## config.mk

```make
export PLATFORM = sky130hd
export DESIGN_NAME = spvp_factor
export DESIGN_NICKNAME = d
export VERILOG_FILES = /design/src/rtl/core/assert_macros.svh /design/src/rtl/core/spvp_pkg.sv /design/src/rtl/core/spvp_factor.sv
export SDC_FILE = /design/constraint.sdc
export NUM_CORES = 2
export LEC_CHECK = 0
export BUFFER_PORTS_ARGS = -buffer_cell sky130_fd_sc_hd__buf_2
export CAP_MARGIN = 40
export CELL_PAD_IN_SITES_DETAIL_PLACEMENT = 1
export CELL_PAD_IN_SITES_GLOBAL_PLACEMENT = 1
export CORE_AREA = 2 2 303 365
export DETAILED_ROUTE_END_ITERATION = 6
export DIE_AREA = 0 0 305 367
export GPL_ROUTABILITY_DRIVEN = 0
export PLACE_DENSITY = 0.89
export SLEW_MARGIN = 0
export SYNTH_ARGS = -nofsm -noshare
export SYNTH_HDL_FRONTEND = slang
export SYNTH_SLANG_ARGS = --single-unit
```

## constraint.sdc

```tcl
create_clock -name i_clk -period 7.5 [get_ports i_clk]
set_input_delay 0.375 -clock i_clk [delete_from_list [all_inputs] [get_ports i_clk]]
set_output_delay 0.375 -clock i_clk [all_outputs]
set_load 0.03 [all_outputs]
```

## src/rtl/core/assert_macros.svh

```systemverilog
// assertion macros used by the top level rtl file
`ifndef ASSERT_MACROS_SVH
`define ASSERT_MACROS_SVH
`ifndef ASSERT_OFF
// same-cycle implication, checked at each rising edge outside reset
`define SPVP_ASSERT_IMP(lbl, clk, rst_n, ante, cons) \
    lbl: assert property (@(posedge clk) disable iff (!rst_n) (ante) |-> (cons)) \
        else $error("implication check failed");
// next-cycle implication, checked at each rising edge outside reset
`define SPVP_ASSERT_NXT(lbl, clk, rst_n, ante, cons) \
    lbl: assert property (@(posedge clk) disable iff (!rst_n) (ante) |=> (cons)) \
        else $error("next-cycle check failed");
`else
`define SPVP_ASSERT_IMP(lbl, clk, rst_n, ante, cons)
`define SPVP_ASSERT_NXT(lbl, clk, rst_n, ante, cons)
`endif
`endif

```

## src/rtl/core/spvp_pkg.sv

```systemverilog
// shared types, constants and tables for the pulse vector potential block
package spvp_pkg;

    localparam int INDEX_BITS_DEF    = 20;
    localparam int CORDIC_STAGES_DEF = 16;
    localparam int TABLE_LEN         = 24;
    localparam int CFG_DATA_W        = 48;
    localparam int CFG_INDEX_W       = 3;
    localparam int ROT_W             = 34;
    localparam int FACTOR_STEPS      = 32;

    localparam logic signed [ROT_W-1:0] GAIN_INV_Q30 = 34'sd652032874;

    // arctangent of 2^-i in 32-bit fractions of a turn
    localparam logic [31:0] ATAN_TURNS [TABLE_LEN] = '{
        32'h20000000, 32'h12E4051E, 32'h09FB385B, 32'h051111D4, 32'h028B0D43,
        32'h0145D7E1, 32'h00A2F61E, 32'h00517C55, 32'h0028BE53, 32'h00145F2F,
        32'h000A2F98, 32'h000517CC, 32'h00028BE6, 32'h000145F3, 32'h0000A2FA,
        32'h0000517D, 32'h000028BE, 32'h0000145F, 32'h00000A30, 32'h00000518,
        32'h0000028C, 32'h00000146, 32'h000000A3, 32'h00000051
    };

    // configuration register indexes
    typedef enum logic [CFG_INDEX_W-1:0] {
        CFG_PEAK     = 3'd0,
        CFG_CARRIER  = 3'd1,
        CFG_CYCLES   = 3'd2,
        CFG_OFFSET   = 3'd3,
        CFG_ELL      = 3'd4,
        CFG_POL_VEC  = 3'd5,
        CFG_ELL_VEC  = 3'd6
    } t_cfg_reg;

    // component codes
    localparam logic [1:0] COMP_X = 2'd0;
    localparam logic [1:0] COMP_Y = 2'd1;
    localparam logic [1:0] COMP_Z = 2'd2;

    // one rotator state with its quadrant
    typedef struct packed {
        logic [1:0]              quad;
        logic signed [ROT_W-1:0] x;
        logic signed [ROT_W-1:0] y;
        logic signed [ROT_W-1:0] z;
    } t_rot;

    // what travels along the cordic chain
    typedef struct packed {
        logic               valid;
        t_rot               car;
        t_rot               env;
        logic [1:0]         comp;
        logic signed [15:0] pol;
        logic signed [15:0] ev;
    } t_cell_bus;

    // derived factor status
    typedef struct packed {
        logic        busy;
        logic [15:0] norm;
        logic [31:0] env_step;
    } t_factors;

    typedef struct packed {
        logic signed [ROT_W-1:0] s;
        logic signed [ROT_W-1:0] c;
    } t_sc;

    // fold quadrant back onto the rotated vector
    function automatic t_sc quad_map(input t_rot r);
        t_sc v;
        case (r.quad)
            2'd0: begin
                v.c = r.x;
                v.s = r.y;
            end
            2'd1: begin
                v.c = -r.y;
                v.s = r.x;
            end
            2'd2: begin
                v.c = -r.x;
                v.s = -r.y;
            end
            default: begin
                v.c = r.y;
                v.s = -r.x;
            end
        endcase
        return v;
    endfunction

endpackage

```

## src/rtl/core/spvp_factor.sv

```systemverilog
// iterative unit for norm factor (bit search sqrt) and envelope step (division)
module spvp_factor (
    input  logic                i_clk,
    input  logic                i_rst_n,
    input  logic                i_start,
    input  logic [31:0]         i_carrier_step,
    input  logic [10:0]         i_cycle_count,
    input  logic signed [15:0]  i_ell,
    output spvp_pkg::t_factors  o_factors
);

    logic        r_busy;
    logic [4:0]  r_cnt;
    logic [11:0] r_rem;
    logic [31:0] r_quot;
    logic [15:0] r_q;
    logic [31:0] r_sq;
    logic [30:0] r_s;

    logic [10:0] w_eff_n;
    logic [11:0] w_div;
    logic [12:0] w_rem_sh;
    logic        w_ge;
    logic [3:0]  w_bit;
    logic [15:0] w_cand;
    logic signed [31:0] w_ell_sq;
    logic [62:0] w_prod;

    // restoring division step, one quotient bit per cycle
    assign w_eff_n  = (i_cycle_count == 11'd0) ? 11'd1 : i_cycle_count;
    assign w_div    = {w_eff_n, 1'b0};
    assign w_rem_sh = {r_rem, i_carrier_step[~r_cnt]};
    assign w_ge     = (w_rem_sh >= {1'b0, w_div});

    // square root bit search, operands registered on even counts, compared on odd ones
    assign w_bit    = ~r_cnt[4:1];
    assign w_cand   = r_q | (16'd1 << w_bit);
    assign w_ell_sq = i_ell * i_ell;
    assign w_prod   = r_sq * r_s;

    always_ff @(posedge i_clk) begin
        if (!i_rst_n || i_start) begin
            r_busy <= 1'b1;
            r_cnt  <= '0;
            r_rem  <= '0;
            r_quot <= '0;
            r_q    <= '0;
        end else if (r_busy) begin
            r_cnt  <= r_cnt + 5'd1;
            r_busy <= (r_cnt != 5'd31);
            r_rem  <= w_ge ? 12'(w_rem_sh - {1'b0, w_div}) : w_rem_sh[11:0];
            r_quot <= {r_quot[30:0], w_ge};
            if (r_cnt[0] && (w_prod <= (63'd1 << 58))) begin
                r_q <= w_cand;
            end
        end
    end

    // operand registers for the sqrt compare
    always_ff @(posedge i_clk) begin
        if (!r_cnt[0]) begin
            r_sq <= w_cand * w_cand;
            r_s  <= (31'd1 << 28) + 31'(w_ell_sq);
        end
    end

    assign o_factors.busy     = r_busy;
    assign o_factors.norm     = r_q;
    assign o_factors.env_step = r_quot;

endmodule

```

==> results.md, run 1 <==
* Port Buffers at 110
* Clk sink count at between 100 and 150
* Hold_buf cts at 0
* Netlist Area Pre-Place at 0.05166 mm^2
* Initial Util at 0.4754
* Inst Count DP at a little over 7000
* DP HPWL at 165.0 mm
* Mean Syn Cell Area at 9.390 um^2
* Top post-synthesis cells by count: 1237 x fa_1, 1113 x inv_1, 763 x nand2_1
* Die Height at about 370 um
* CTS root buf: clkbuf_16
* Number of buffers created by CTS at 17
* Synthesized instance count at ~5500
* Synth top area share at 0.4793
* Post-synth cell types at 87
* Worst End Pin Type: register data pin
* Async set-reset flop share out of synthesis at 0
* Overall Global Routing Usage at 0.6033
* Yosys top cell by area: fa_1
* Status: aborted with a tool error
* Err: [ERROR GRT-0232] Routing congestion too high. Check the congestion heatmap in the GUI.
* Row Count at between 100 and 150
* Grt ovf at 6
* Syn. warnings at 0
* Yosys reg bits at ~130
* Worst endpoint after global-route timing repair: r_q[6]$_SDFFE_PP0P_/D
* Count of flip-flops with a built-in enable after synthesis at 61
* Synth area leaders: fa_1 48%, ha_1 11%, inv_1 8.1%
* CTS H-tree depth at 4
* Largest net degree at the start of global routing at ~60
* Failed at: global routing
* CTS max path bufs at 2
* Count leader, synth: fa_1
* Post-synth top flop: dfxtp_1
* Sequential fraction of the synthesis area at 0.06103
* # IOs at about 110
* Die Wd at 305 um
-- through the flow --
stage / hold slack [ns] / instance area [um^2] / utilization / setup TNS [ns] / setup WS (ns)
after floorplan: 0.4413 / 52020 / - / 0 / 0.0004055
after detailed placement: 0.4879 / 57410 / 0.5283 / -22.44 / -1.300
after global placement: 0.4528 / 57380 / 0.5281 / -10.49 / -0.6769
after CTS: 0.4037 / 58350 / 0.5370 / -17.05 / -1.100
-- cell families after synthesis --
logic type      Yosys count  share of synthesized area
flops                   127                    0.06103
mux                      60                    0.01410
xor+xnor                111                    0.01882
fa+ha+maj              1708                     0.5934
buf+inv                1405                     0.1033
other cells               2                  0.0001454
simple gates           1617                     0.1479
compound gates          472                    0.06135
-- layer usage --
metal	GRT overflow	GRT usage
met1	0	0.5638
met2	3	0.7632
met3	0	0.4817
met4	3	0.6263
met5	0	0.2769
-- repair_timing --
item / 4_1_cts
pin swaps: 12
hold endpoints to repair: 0
gates resized for setup: 72
setup endpoints to repair: 26
gates cloned: 1
buffers inserted: 7
==> inputs of run 2 (changes only) <==
CELL_PAD_IN_SITES_DETAIL_PLACEMENT = unset   (was 1)
CELL_PAD_IN_SITES_GLOBAL_PLACEMENT = unset   (was 1)
CORE_AREA = 2 2 363 365   (was 2 2 303 365)
DIE_AREA = 0 0 365 367   (was 0 0 305 367)
PLACE_DENSITY = unset   (was 0.89)
PLACE_DENSITY_LB_ADDON = 0.15   (was unset)
clock period = 9.75 ns   (was 7.5 ns; I/O delays follow)
==> run 2 against run 1 <==
- the run now ends clean
- area after synthesis unchanged
- synthesized cell count unchanged
==> results.md, run 2 <==
* Status: finished, final reports clean
* Hold Crit Class: flip-flop to flip-flop
* CTS root buf: clkbuf_16
* Setup WS post-layout at 0.5242 ns
* Async set-reset flop share out of synthesis at 0
* Crit path DAT at around 9.6 ns
* Worst slew margin at 0.3632
* Synth top area share at 0.4793
* Max reg flops at 32
* Overall Global Routing Usage at 0.2210
* Startpoint Class: flip-flop
* Port Buffers at 110
* Setup TNS at 0 ns
* Routed wire length at approximately 140 mm
* Place WS at approximately 0.52 ns
* Count of flip-flops with a built-in enable after synthesis at 61
* Die Wd at 365 um
* Final period utilization at 0.9462
* Setup violators final at 0
* Initial Util at 0.3960
* Post-Layout Cell Count at 7304
* Util after Layout at 0.4258
* Top flop regs: r_quot x32, r_sq x31, r_s x30
* CTS max path bufs at 2
* Crit path time final at between 9 and 10 ns
* Fill cells at roughly 13000
* Required time of the critical path at 10.16 ns
* Crit. End Element: flip-flop
* Mean Syn Cell Area at between 9 and 10 um^2
* Worst-path clk slew at about 0.070 ns
* Fmax at about 110 MHz
* Sequential fraction of the synthesis area at 0.06103
* Fraction of layout cells with a size suffix above 1 at 0.06453
* Count leader, synth: fa_1
* Clock latency on the worst-skew pair at a little over 0.5 ns
* Inst Count DP at roughly 7300
* Pre-Repair DR Iteration Count at 7
* Initial antenna violation count at 5
* Post-route ant nets at 0
* Netlist Area Pre-Place at 0.05166 mm^2
* Synth area leaders: fa_1 48%, ha_1 11%, inv_1 8.1%
* Remaining DRCs at 0
* Commonest non-fill, non-tap cell in the layout: fa_1
* Yosys top cell by area: fa_1
* Vias per cell at approximately 5
* Vias in the first global route at a little over 40000
* Net count, final at between 7000 and 8000
* Final Max Slew Viols at 0
* Die Height at between 300 and 400 um
* # IOs at roughly 110
* Area of the core region at roughly 0.13 mm^2
* Synthesized instance count at 5502
* Largest register by flop count: r_quot
* Post-synth cell types at 87
* Top post-synthesis cells by count: 1237 x fa_1, 1113 x inv_1, 763 x nand2_1
* Number of buffers created by CTS at 17
* Grt ovf at 0
* Worst Path Class, Setup: flip-flop to flip-flop
* Syn. warnings at 0
* CTS tree: built
* Slew at the pin closest to its max-slew limit at about 0.96 ns
* Post-synth top flop: dfxtp_1
* Die area at approximately 0.13 mm^2
* Largest net degree at the start of global routing at 61
* Crit path max fanout at 16
* Initial DRC count at 2119
* Row Count at about 130
* First-pass GRT wire length at 229.7 mm
* Most frequent cells in the layout: 1237 x fa_1, 1112 x inv_1, 763 x nand2_1
* P&R area growth vs syn at 7.525%
* CTS H-tree depth at 4
* Clk sink count at 127
* Post_cts resized at 0
* Routed len/inst at around 19 um
* DR vias at 36780
* Hold Vio Cnt, Final at 0
* Max-cap violations at 0
* RSZ-0062 raised after global routing: false
* Setup Skew at approximately 0.017 ns
* Yosys reg bits at 127
* DP HPWL at 119.9 mm
-- run 2: routing by layer --
layer | wire length (um) | GRT usage | vias up
li1 | - | - | 16740
met1 | 64670 | 0.3183 | 19240
met2 | 68200 | 0.3650 | 691
met3 | 5392 | 0.01788 | 110
met4 | 2668 | 0.04408 | 0
met5 | 0 | 0 | -
-- run 2: metrics by stage --
stage               hold slack (ns)  instance area (um^2)
finish                       0.4641                 55550
global route                 0.4858                 55550
CTS                          0.4662                 55440
detailed placement           0.4592                 54850
global placement             0.4597                 54470
floorplan                    0.4413                 51760
-- run 2: kinds of logic after synthesis --
group                    after synthesis  share of synthesized area
adder cells (fa/ha/maj)             1708                     0.5934
AND/OR/NAND/NOR                     1617                     0.1479
buffers and inverters               1405                     0.1033
AO/OA/AOI/OAI                        472                    0.06135
flip-flops                           127                    0.06103
XOR/XNOR                             111                    0.01882
multiplexers                          60                    0.01410
other                                  2                  0.0001454
-- run 2: path summary, 6_finish.rpt --
path	slack (ns)	end	cells after the start	startpoint
hold reg to reg	0.46	r_rem[11]$_SDFFE_PP0P_	2	r_rem[11]$_SDFFE_PP0P_
hold / removal	0.46	r_rem[11]$_SDFFE_PP0P_	2	r_rem[11]$_SDFFE_PP0P_
setup reg to reg	0.52	r_q[14]$_SDFFE_PP0P_	26	r_s[21]$_DFFE_PN_
setup / recovery	0.52	r_q[14]$_SDFFE_PP0P_	26	r_s[21]$_DFFE_PN_
-- run 2: worst max-delay path, stage by stage, from the launching register on --
cell and delay, ns:
edfxtp_1 0.96, buf_4 0.32, and2_1 0.15, fa_1 0.40, inv_1 0.08, fa_1 0.43
fa_1 0.49, fa_1 0.65, fa_1 0.47, fa_1 0.49, inv_1 0.05, fa_1 0.44
ha_1 0.31, ha_1 0.55, nand2_1 0.22, o21ai_0 0.41, a211o_1 0.24, a21oi_1 0.05
nand4b_1 0.22, a2111oi_0 0.43, nand4_1 0.20, nor4b_1 0.29, nand4_1 0.24, nor4_2 0.41
nand3_2 0.13, buf_4 0.24, o31ai_2 0.22
-- run 2: what timing repair did --
action                                  CTS  global route
buffers inserted                          0             7
endpoints found under the setup margin    0             9
hold buffers                              0             0
-- run 2: cell type report --
type	instances	area [um^2]	share of cell area
inverters	1120	4204	0.07568
clock inverters	15	165.2	0.002973
well taps	1755	2196	0.03953
multi-input cells	3995	43280	0.7790
diodes	1	2.502	0.00004505
clock buffers	17	425.4	0.007658
repair buffers	274	2127	0.03829
flip-flops and latches	127	3154	0.05678
Power of run 2 is not shown: default switching activity piles up to over one toggle a cycle in this logic, so the estimate is an artifact.
