===== config.mk =====
export PLATFORM = sky130hd
export DESIGN_NAME = spvp_cordic_cell
export DESIGN_NICKNAME = d
export VERILOG_FILES = /design/src/rtl/core/assert_macros.svh /design/src/rtl/core/spvp_pkg.sv /design/src/rtl/core/spvp_cordic_cell.sv
export SDC_FILE = /design/constraint.sdc
export NUM_CORES = 1
export LEC_CHECK = 0
export BUFFER_PORTS_ARGS = -buffer_cell sky130_fd_sc_hd__clkbuf_2
export CAP_MARGIN = 20
export CORE_MARGIN = 2
export CORE_UTILIZATION = 32
export DETAILED_ROUTE_END_ITERATION = 10
export HOLD_SLACK_MARGIN = 0.02
export PLACE_DENSITY = 0.5
export SLEW_MARGIN = 20
export SYNTH_ARGS = -nofsm -noshare
export SYNTH_HDL_FRONTEND = slang
export SYNTH_SLANG_ARGS = --single-unit

===== constraint.sdc =====
create_clock -name i_clk -period 9.4 [get_ports i_clk]
set_clock_uncertainty 0.15 [all_clocks]
set_input_delay 1.88 -clock i_clk [delete_from_list [all_inputs] [get_ports i_clk]]
set_output_delay 1.88 -clock i_clk [all_outputs]
set_load 0.01 [all_outputs]

===== src/rtl/core/assert_macros.svh =====
// assertion macros used by the top level rtl file
`ifndef ASSERT_MACROS_SVH
`define ASSERT_MACROS_SVH
`ifndef ASSERT_OFF
// same-cycle implication, checked at each rising edge outside reset
`define SPVP_ASSERT_IMP(lbl, clk, rst_n, ante, cons) \
    lbl: assert property (@(posedge clk) disable iff (!rst_n) (ante) |-> (cons)) \
        else $error("implication check failed");
// next-cycle implication, checked at each rising edge outside reset
`define SPVP_ASSERT_NXT(lbl, clk, rst_n, ante, cons) \
    lbl: assert property (@(posedge clk) disable iff (!rst_n) (ante) |=> (cons)) \
        else $error("next-cycle check failed");
`else
`define SPVP_ASSERT_IMP(lbl, clk, rst_n, ante, cons)
`define SPVP_ASSERT_NXT(lbl, clk, rst_n, ante, cons)
`endif
`endif


===== src/rtl/core/spvp_pkg.sv =====
// shared types, constants and tables for the pulse vector potential block
package spvp_pkg;

    localparam int INDEX_BITS_DEF    = 20;
    localparam int CORDIC_STAGES_DEF = 16;
    localparam int TABLE_LEN         = 24;
    localparam int CFG_DATA_W        = 48;
    localparam int CFG_INDEX_W       = 3;
    localparam int ROT_W             = 34;
    localparam int FACTOR_STEPS      = 32;

    localparam logic signed [ROT_W-1:0] GAIN_INV_Q30 = 34'sd652032874;

    // arctangent of 2^-i in 32-bit fractions of a turn
    localparam logic [31:0] ATAN_TURNS [TABLE_LEN] = '{
        32'h20000000, 32'h12E4051E, 32'h09FB385B, 32'h051111D4, 32'h028B0D43,
        32'h0145D7E1, 32'h00A2F61E, 32'h00517C55, 32'h0028BE53, 32'h00145F2F,
        32'h000A2F98, 32'h000517CC, 32'h00028BE6, 32'h000145F3, 32'h0000A2FA,
        32'h0000517D, 32'h000028BE, 32'h0000145F, 32'h00000A30, 32'h00000518,
        32'h0000028C, 32'h00000146, 32'h000000A3, 32'h00000051
    };

    // configuration register indexes
    typedef enum logic [CFG_INDEX_W-1:0] {
        CFG_PEAK     = 3'd0,
        CFG_CARRIER  = 3'd1,
        CFG_CYCLES   = 3'd2,
        CFG_OFFSET   = 3'd3,
        CFG_ELL      = 3'd4,
        CFG_POL_VEC  = 3'd5,
        CFG_ELL_VEC  = 3'd6
    } t_cfg_reg;

    // component codes
    localparam logic [1:0] COMP_X = 2'd0;
    localparam logic [1:0] COMP_Y = 2'd1;
    localparam logic [1:0] COMP_Z = 2'd2;

    // one rotator state with its quadrant
    typedef struct packed {
        logic [1:0]              quad;
        logic signed [ROT_W-1:0] x;
        logic signed [ROT_W-1:0] y;
        logic signed [ROT_W-1:0] z;
    } t_rot;

    // what travels along the cordic chain
    typedef struct packed {
        logic               valid;
        t_rot               car;
        t_rot               env;
        logic [1:0]         comp;
        logic signed [15:0] pol;
        logic signed [15:0] ev;
    } t_cell_bus;

    // derived factor status
    typedef struct packed {
        logic        busy;
        logic [15:0] norm;
        logic [31:0] env_step;
    } t_factors;

    typedef struct packed {
        logic signed [ROT_W-1:0] s;
        logic signed [ROT_W-1:0] c;
    } t_sc;

    // fold quadrant back onto the rotated vector
    function automatic t_sc quad_map(input t_rot r);
        t_sc v;
        case (r.quad)
            2'd0: begin
                v.c = r.x;
                v.s = r.y;
            end
            2'd1: begin
                v.c = -r.y;
                v.s = r.x;
            end
            2'd2: begin
                v.c = -r.x;
                v.s = -r.y;
            end
            default: begin
                v.c = r.y;
                v.s = -r.x;
            end
        endcase
        return v;
    endfunction

endpackage


===== src/rtl/core/spvp_cordic_cell.sv =====
// one cordic micro-rotation cell for the carrier and envelope rotators
module spvp_cordic_cell #(
    parameter int STAGE = 0
) (
    input  logic                 i_clk,
    input  logic                 i_rst_n,
    input  logic                 i_en,
    input  spvp_pkg::t_cell_bus  i_bus,
    output spvp_pkg::t_cell_bus  o_bus
);

    localparam logic signed [spvp_pkg::ROT_W-1:0] ATAN =
        spvp_pkg::ROT_W'(spvp_pkg::ATAN_TURNS[STAGE]);

    spvp_pkg::t_cell_bus r_bus;
    spvp_pkg::t_cell_bus n_bus;

    function automatic spvp_pkg::t_rot rotate(input spvp_pkg::t_rot r);
        spvp_pkg::t_rot o;
        o = r;
        if (r.z >= 0) begin
            o.x = r.x - (r.y >>> STAGE);
            o.y = r.y + (r.x >>> STAGE);
            o.z = r.z - ATAN;
        end else begin
            o.x = r.x + (r.y >>> STAGE);
            o.y = r.y - (r.x >>> STAGE);
            o.z = r.z + ATAN;
        end
        return o;
    endfunction

    // rotate both vectors, pass side data along
    always_comb begin
        n_bus     = i_bus;
        n_bus.car = rotate(i_bus.car);
        n_bus.env = rotate(i_bus.env);
    end

    always_ff @(posedge i_clk) begin
        if (!i_rst_n) begin
            r_bus.valid <= 1'b0;
        end else if (i_en) begin
            r_bus <= n_bus;
        end
    end

    assign o_bus = r_bus;

endmodule

==> results.toml, run 1 <==
[outcome]
status = "finished, final reports clean"

[global_route]
antenna_found_initial = 8
grt_overflow = 0
grt_first_pass_wirelength_um = 107000
use_met1_pct = 28.9
grtUsageTotal_pct = 21.8
use_met2_pct = 37.3
grt_pass1_vias = 17600
use_met3_pct = 3.47
grt_start_max_net_pins = 79
grt-busiest-layer = "met2"

[power]
pwr_density_cell_mw_per_mm2 = 157
leakagePower_nw = 10.3
ir_worst_vdd_uv = 134

[job]
maxCapViolations = 0

[yosys]
yosys-top-cells-area = "edfxtp_1, ha_1, a21oi_1, xnor2_1, inv_1"
ys.flop_type = "edfxtp_1"
yosysSeqAreaShare_pct = 37.0
synth_top_area_share_pct = 36.9
synth_edf_count = 240
syn_inst = 2121
synth-xor-area-share_pct = 6.14
syn_area_mm2 = 0.0195
synth-adder-area-share_pct = 14.1
synth_top_area_cell = "edfxtp_1"
syn_area_per_cell_um2 = 9.21
yosysUniqueCellTypes = 95
syn-num-nets = 2583
synth-compound-area-share_pct = 21.9
yosys_register_bits = 241
synthSimpleGateAreaFrac_pct = 13.3
synth_mux_area_share_pct = 1.34
ys_async_sr_fraction_pct = 0
synth_top_family_by_area = "compound AO/OA/AOI/OAI gates"
yosysWarnings = 0

[sta]
rsz0062_at_grt = "false"
slew_headroom_pct = 30.9
tightest_slew_ns = 1.04
finalHoldViolations = 0
setup_viol = 0
drv_slew = 0
finalSetupTns_ns = 0
fmax_mhz = 179
setup_ws_ns = 3.81
fin_crit_sh_pct = 59.5
fin_crit_ns = 5.59

[clocking]
clk_latency_ns = 0.60
ctsResizeCount = 0
postCtsHoldBufs = 0
cts_buffers = 31
post_cts_buffers = 0
htreeDepth = 1
cts_buffer_depth = 3
cts_tree = "done"
cts_root_buf = "clkbuf_16"
path_clk_slew_ns = 0.06
cts_sinks = 241

[setup_path]
cp.arrival_ns = 5.80
cp.buffers_inverters = 5
end_kind = "flip-flop"
slowest_delay_ns = 0.76
cpMaxStageDelayCell = "nor4b_1"
path_delay_family = "simple AND/OR/NAND/NOR gates"
path_max_fanout = 50
crit_chain = "clkbuf_2 -> inv_1 -> ha_1 -> nor4b_1 -> nand4_1 -> nor3_1 -> nor2_4 -> buf_4 -> inv_2 -> buf_4 -> nor2_1 -> o211ai_1 -> a21boi_0 -> o21ba_2 -> xnor2_1"
critPathMostFrequentCell = "buf_4"
required_ns = 9.61
critical_path_class = "in -> reg"
critPathLaunchType = "primary input"

[die]
chipHeight_um = 251
core_mm2 = 0.0604
start_util_pct = 32.4
rows = 90
pin_count = 489
die-area_mm2 = 0.0630
die_w_um = 251

[worst_hold_path]
hold_path.class = "reg -> reg"

[detailed_routing]
antenna_left = 0
drc = 0
drt_iter0_drc = 1320
via_per_inst = 5.34
wl_per_cell_um = 21.4
routed_wl_um = 72100
via_count = 18000
dr.pass1.iters = 5

[place]
place_ws_ns = 3.14
detailed_place_hpwl_um = 57500
place_congestion = 0.957
port_buffers = 488

[cells_and_area]
drive_gt1_share_pct = 22.8
finalNetCount = 3020
fill_cells = 6170
area_growth_pct = 21.0
largest_reg_flops = 241
## cell usage in the layout, fill, tap and decap left out, types with 11 or more instances in the layout
master / count
clkbuf_2: 488
a21oi_1: 244
edfxtp_1: 240
ha_1: 208
inv_1: 202
nor2_1: 168
o21ai_0: 134
nand2_1: 115
xnor2_1: 115
nor3_1: 49
o21bai_1: 40
nor4_1: 33
nand4_1: 33
a21o_1: 32
clkbuf_16: 31
nor2b_1: 30
o211ai_1: 26
a211oi_1: 26
mux2i_1: 25
xor2_1: 22
nand3_1: 21
o31ai_1: 21
nand2b_1: 21
o21a_1: 19
a31oi_1: 15
clkinv_1: 13
or3_1: 11
## cells in the mapped netlist, types with 22 or more instances
library cell,n
a21o_1,32
nor4_1,33
xnor2_1,115
nor2b_1,30
clkbuf_1,46
a211oi_1,26
nand4_1,33
o21bai_1,40
buf_2,30
nor2_1,170
nor3_1,49
o211ai_1,26
xor2_1,22
ha_1,208
inv_1,204
mux2i_1,25
a21oi_1,244
edfxtp_1,240
o21ai_0,134
nand2_1,115
## routing by layer
metal	part of all wire [%]	wire length, µm
met1	44	31500
met2	48	34700
met3	6.1	4430
met4	2.1	1510
met5	0.078	56
## per-stage QoR
stage / std cells / power (W) / hold WS, ns / area [µm²] / util (%)
global route: 3363 / 0.00389 / 0.443 / 23600 / 39.2
global placement: 3307 / 0.00251 / 0.354 / 22600 / 37.5
CTS: 3361 / 0.00375 / 0.379 / 23600 / 39.1
floorplan: 2121 / 0.00210 / 0.388 / 19500 / -
finish: 3363 / 0.00370 / 0.370 / 23600 / 39.2
detailed placement: 3307 / 0.00251 / 0.365 / 22600 / 37.5
## final timing paths
kind,from,to,slack (ns),cells after the start
hold / removal,o_bus[242],o_bus[242],0.37,2
setup / recovery,i_bus[67],o_bus[100],3.81,15
hold reg to reg,o_bus[242],o_bus[242],0.37,2
setup reg to reg,o_bus[242],o_bus[242],8.67,2
## logic make-up (layout without fill, tap and decap cells)
group | after synthesis | count (layout)
mux | 26 | 26
xor+xnor | 137 | 137
buf+inv | 302 | 760
other cells | 0 | 2
compound gates | 667 | 667
fa+ha+maj | 216 | 216
flops | 241 | 241
simple gates | 532 | 532
## tightest hold or removal path, cell delays in order (launching register included)
cell     delay, ns
dfxtp_1       0.33
mux2i_1       0.07
nor2b_1       0.09
## final cells by class
type                    count  area, µm²  share of cell area (%)
well taps                 782        978                    4.14
clock buffers              34        787                    3.33
clock inverters            20        224                   0.948
multi-input cells        1578      11100                    47.0
repair buffers            497       2510                    10.6
diodes                      2       5.00                  0.0212
flip-flops and latches    241       7230                    30.6
inverters                 209        785                    3.32
## where the power goes
| group | internal, W | switching, W | leakage (nW) |
|---|---|---|---|
| combinational | 0.000412 | 0.000712 | 7.52 |
| sequential | 0.00133 | 0.0000441 | 2.26 |
| clock | 0.000709 | 0.000497 | 0.480 |
No activity file was read; power rests on OpenSTA's default activity.
==> inputs of run 2 (changes only) <==
==> constraint.sdc (replaced) <==
create_clock -name i_clk -period 5.3 [get_ports i_clk]
set_clock_uncertainty 0.15 [all_clocks]
set_input_delay 1.06 -clock i_clk [delete_from_list [all_inputs] [get_ports i_clk]]
set_output_delay 1.06 -clock i_clk [all_outputs]
set_load 0.01 [all_outputs]
==> run 2 against run 1 <==
Net effect: sequential power grew 77%; largest cell class unchanged; register-to-register slack lost 4.1 ns; combinational power grew 83%; design area grew 0.83%; first-iteration DRC count grew 0.30%; global-route usage grew 0.85 points; die area is the same; power grew 80%; critical path depth shrank 2; hold slack gained 0.016 ns.
==> results.toml, run 2 (synthesized netlist as in run 1, its figures left out) <==
[cells_and_area]
stdcell_area_mm2 = 0.0238
layout_commonest_cell = "clkbuf_2"
final_util_pct = 39.5
drive_gt1_share_pct = 23.6
final_cell_mix = "clkbuf_2, a21oi_1, edfxtp_1, ha_1, inv_1"
area_growth_pct = 22.0
largest_reg_flops = 241
finalNetCount = 3036
fill_cells = 6155

[worst_hold_path]
hold_path.class = "reg -> reg"
min_to = "o_bus[242]"
min_path_cells = 2
hold_start = "o_bus[242]"

[clocking]
clk_latency_ns = 0.59
cts_root_buf = "clkbuf_16"
cts_sinks = 241
cts_buffer_depth = 3
postCtsHoldBufs = 0
cts_buffers = 30
cts_tree = "done"
post_cts_buffers = 0
htreeDepth = 1
ctsResizeCount = 0
path_clk_slew_ns = 0.07

[setup_path]
end_kind = "flip-flop"
worstReg2RegStart = "o_bus[242]"
path_max_fanout = 33
r2r_slack_ns = 4.55
rr_worst_depth = 2
required_ns = 5.50
critical_path_class = "in -> reg"
critPathLaunchType = "primary input"
cp.arrival_ns = 4.42
rr_endpoint = "o_bus[242]"

[die]
chipHeight_um = 251
core_mm2 = 0.0604
die-area_mm2 = 0.0630
pin_count = 489
start_util_pct = 32.4
die_w_um = 251
rows = 90

[sta]
finalHoldViolations = 0
drv_slew = 0
tightest_slew_ns = 0.952
fin_crit_ns = 4.22
fmax_mhz = 237
fin_crit_sh_pct = 79.6
setup_viol = 0
rsz0062_at_grt = "false"
slew_headroom_pct = 36.5

[detailed_routing]
drt_iter0_drc = 1324
via_count = 18200
dr.pass1.iters = 6
routed_wl_um = 74200
wl_per_cell_um = 22.0
via_per_inst = 5.38
antenna_left = 0
drc = 0

[place]
place_area_mm2 = 0.0228
place_congestion = 0.991
port_buffers = 488
detailed_place_hpwl_um = 59900

[power]
power_frac_comb_pct = 30.8
swShare_pct = 34.2
leakagePower_nw = 10.4
p_int_w = 0.00438
p_total_w = 0.00666
pwr_density_cell_mw_per_mm2 = 279
ir_worst_vdd_uv = 218
switching_power_w = 0.00227
seqPwrFrac_pct = 36.5
clkPwrFrac_pct = 32.8

[global_route]
grtUsageTotal_pct = 22.7
grt_pass1_vias = 18000
grt_first_pass_wirelength_um = 111000
grt_overflow = 0
antenna_found_initial = 5
grt_start_max_net_pins = 79

[job]
maxCapViolations = 0

[outcome]
status = "finished, final reports clean"
run 2: worst max path at each step:
stage / startpoint / endpoint / slack (ns) / depth (start not counted)
3_5_place_dp: i_bus[58] / o_bus[67] / 0.42 / 12
2_1_floorplan: i_rst_n / o_bus[0] / 0.69 / 1
6_report: i_bus[67] / o_bus[67] / 1.08 / 13
3_3_place_gp: i_bus[67] / o_bus[67] / -0.01 / 13
4_1_cts: i_bus[58] / o_bus[67] / 1.06 / 12
5_1_grt: i_bus[56] / o_bus[67] / 0.89 / 12
run 2: critical path, cell delays in order:
cell,delay [ns]
clkbuf_2,0.09
inv_1,0.12
ha_1,0.16
nor4b_2,0.57
nand4_1,0.42
nor3_1,0.50
nor2_4,0.05
inv_2,0.54
ha_1,0.40
a21oi_1,0.20
nor2_1,0.07
nor2_1,0.11
xnor2_1,0.09
run 2: power by group through the flow:
stage / logic, W / registers, W / clock network, W
final: 0.00205 / 0.00243 / 0.00218
after global routing: 0.00223 / 0.00244 / 0.00231
after CTS: 0.00204 / 0.00243 / 0.00225
after detailed placement: 0.00203 / 0.00247 / 0
after global placement: 0.00203 / 0.00247 / 0
after floorplan: 0.00116 / 0.00255 / 0
run 2: final cells by class:
type                            instances  area [µm²]  share of cell area [%]
Timing Repair Buffer                  514        2690                    11.3
Inverter                              209         785                    3.29
Sequential cell                       241        7230                    30.3
Tap cell                              782         978                    4.11
Clock inverter                         23         267                    1.12
Clock buffer                           32         758                    3.18
Multi-Input combinational cell       1578       11100                    46.7
Antenna cell                            1        2.50                  0.0105
run 2: per-layer routing:
layer  GRT usage [%]  part of all wire [%]  up-vias
met1            30.3                    44     8795
met4            5.63                   2.3        4
met5               0                 0.039        -
met3            3.94                   7.0       96
li1                -                     -     8572
met2            38.0                    47      715
run 2: through the flow:
step                instances  setup WS, ns  hold slack (ns)  TNS (ns)
finish                   3380          1.08            0.386         0
global route             3380         0.890            0.423         0
CTS                      3379          1.06            0.380         0
detailed placement       3324         0.417            0.364         0
global placement         3324       -0.0117            0.357   -0.0117
floorplan                2121         0.690            0.388         0
==> inputs of run 3 (changes only) <==
==> constraint.sdc (replaced) <==
create_clock -name i_clk -period 4.16 [get_ports i_clk]
set_clock_uncertainty 0.15 [all_clocks]
set_input_delay 0.832 -clock i_clk [delete_from_list [all_inputs] [get_ports i_clk]]
set_output_delay 0.832 -clock i_clk [all_outputs]
set_load 0.01 [all_outputs]
==> run 3 against run 2 <==
Net effect: power rose by 30%; setup slack lost 0.57 ns; die area is the same; clock-buffer cell count increased by 1; clock power up 28%; register-to-register slack worse by 1.1 ns; hold slack got worse by 0.13 ns; sequential share of layout area decreased by 1.3 points; combinational power increased by 37%; critical path depth unchanged; non-clock buffer count grew 124; critical path type unchanged; largest power group unchanged; highest routed layer unchanged.
==> results.toml, run 3 (synthesized netlist as in run 1, its figures left out) <==
[setup_path]
cp.buffers_inverters = 3
required_ns = 4.35
critical_path_class = "in -> reg"
cp.arrival_ns = 3.85
end_kind = "flip-flop"
slowest_delay_ns = 0.77
path_max_fanout = 9
cpMaxStageDelayCell = "a2111oi_0"
crit_chain = "clkbuf_2 -> inv_1 -> ha_1 -> a21oi_1 -> o21bai_1 -> a2111oi_0 -> o2111ai_1 -> o211ai_1 -> o21ai_0 -> buf_4 -> a211oi_1 -> a21oi_1 -> xnor2_1"
path_delay_family = "compound AO/OA/AOI/OAI gates"
critPathLaunchType = "primary input"
critPathMostFrequentCell = "a21oi_1"

[sta]
slew_headroom_pct = 43.3
finalHoldViolations = 0
fin_crit_sh_pct = 87.8
fmax_mhz = 274
setup_viol = 0
whs_ns = 0.253
setup_ws_ns = 0.506
rsz0062_at_grt = "false"
fin_crit_ns = 3.65
tightest_slew_ns = 0.829
drv_slew = 0

[global_route]
grt_first_pass_wirelength_um = 111000
grt_start_max_net_pins = 69
grt_pass1_vias = 18400
antenna_found_initial = 5
grt_overflow = 0
grtUsageTotal_pct = 22.9

[detailed_routing]
routed_wl_um = 74900
antenna_left = 0
wl_per_cell_um = 21.4
via_count = 18400
dr.pass1.iters = 5
drc = 0
drt_iter0_drc = 1462
via_per_inst = 5.26

[die]
die-area_mm2 = 0.0630
rows = 90
start_util_pct = 32.4
pin_count = 489
chipHeight_um = 251
die_w_um = 251
core_mm2 = 0.0604

[power]
leakagePower_nw = 11.0
pwr_density_cell_mw_per_mm2 = 348
p_total_w = 0.00866
ir_worst_vdd_uv = 267

[place]
place_ws_ns = 0.00248
port_buffers = 488
detailed_place_hpwl_um = 61900
place_congestion = 0.964

[clocking]
cts_sinks = 241
postCtsHoldBufs = 0
cts_root_buf = "clkbuf_16"
cts_buffer_depth = 3
post_cts_buffers = 0
htreeDepth = 1
cts_buffers = 30
cts_tree = "done"
clk_latency_ns = 0.60
ctsResizeCount = 0
path_clk_slew_ns = 0.06

[cells_and_area]
largest_reg_flops = 241
fill_cells = 6129
drive_gt1_share_pct = 27.0
area_growth_pct = 27.4
finalNetCount = 3160
layout_commonest_cell = "clkbuf_2"
final_cell_mix = "clkbuf_2, a21oi_1, edfxtp_1, ha_1, inv_1"

[job]
maxCapViolations = 0

[outcome]
status = "finished, final reports clean"

[worst_hold_path]
hold_path.class = "in -> reg"
[run 3: power by group]
group	internal, W	leakage (nW)	switching [W]	total (W)
Combinational	0.00111	8.25	0.00169	0.00280
Sequential	0.00300	2.26	0.0000815	0.00308
Clock	0.00163	0.490	0.00114	0.00278
Total	0.00574	11.0	0.00292	0.00866
[run 3: layout make-up]
type | instances | area, µm² | area share (%)
Sequential cell | 241 | 7230 | 29.1
Clock inverter | 22 | 267 | 1.07
Multi-Input combinational cell | 1578 | 11100 | 44.7
Tap cell | 782 | 978 | 3.93
Antenna cell | 1 | 2.50 | 0.0101
Clock buffer | 33 | 762 | 3.06
Timing Repair Buffer | 638 | 3730 | 15.0
Inverter | 209 | 785 | 3.15
[run 3: metrics by stage]
step                cell area, µm²  utilization (%)  instances  setup TNS [ns]
finish                       24900             41.2       3504               0
global route                 24900             41.2       3504               0
CTS                          24900             41.2       3503               0
detailed placement           23800             39.5       3448               0
global placement             23800             39.5       3448          -0.196
floorplan                    19500                -       2121               0
[run 3: worst reg2reg max path, stage by stage (launching register included)]
cell     delay, ns
dfxtp_1       0.32
mux2i_1       0.12
nor2b_1       0.06
[run 3: worst paths after layout]
kind	end	slack, ns	cells after the start	start
setup / recovery	o_bus[233]	0.51	13	i_bus[188]
hold / removal	o_bus[16]	0.25	1	i_bus[16]
setup reg to reg	o_bus[242]	3.41	2	o_bus[242]
hold reg to reg	o_bus[242]	0.39	2	o_bus[242]
[run 3: routing by layer]
metal	track usage [%]	vias up	wire, µm
met5	0	-	36
met4	6.65	6	2180
met3	3.73	101	4780
met2	38.8	667	35300
met1	30.1	8818	32700
li1	-	8835	-
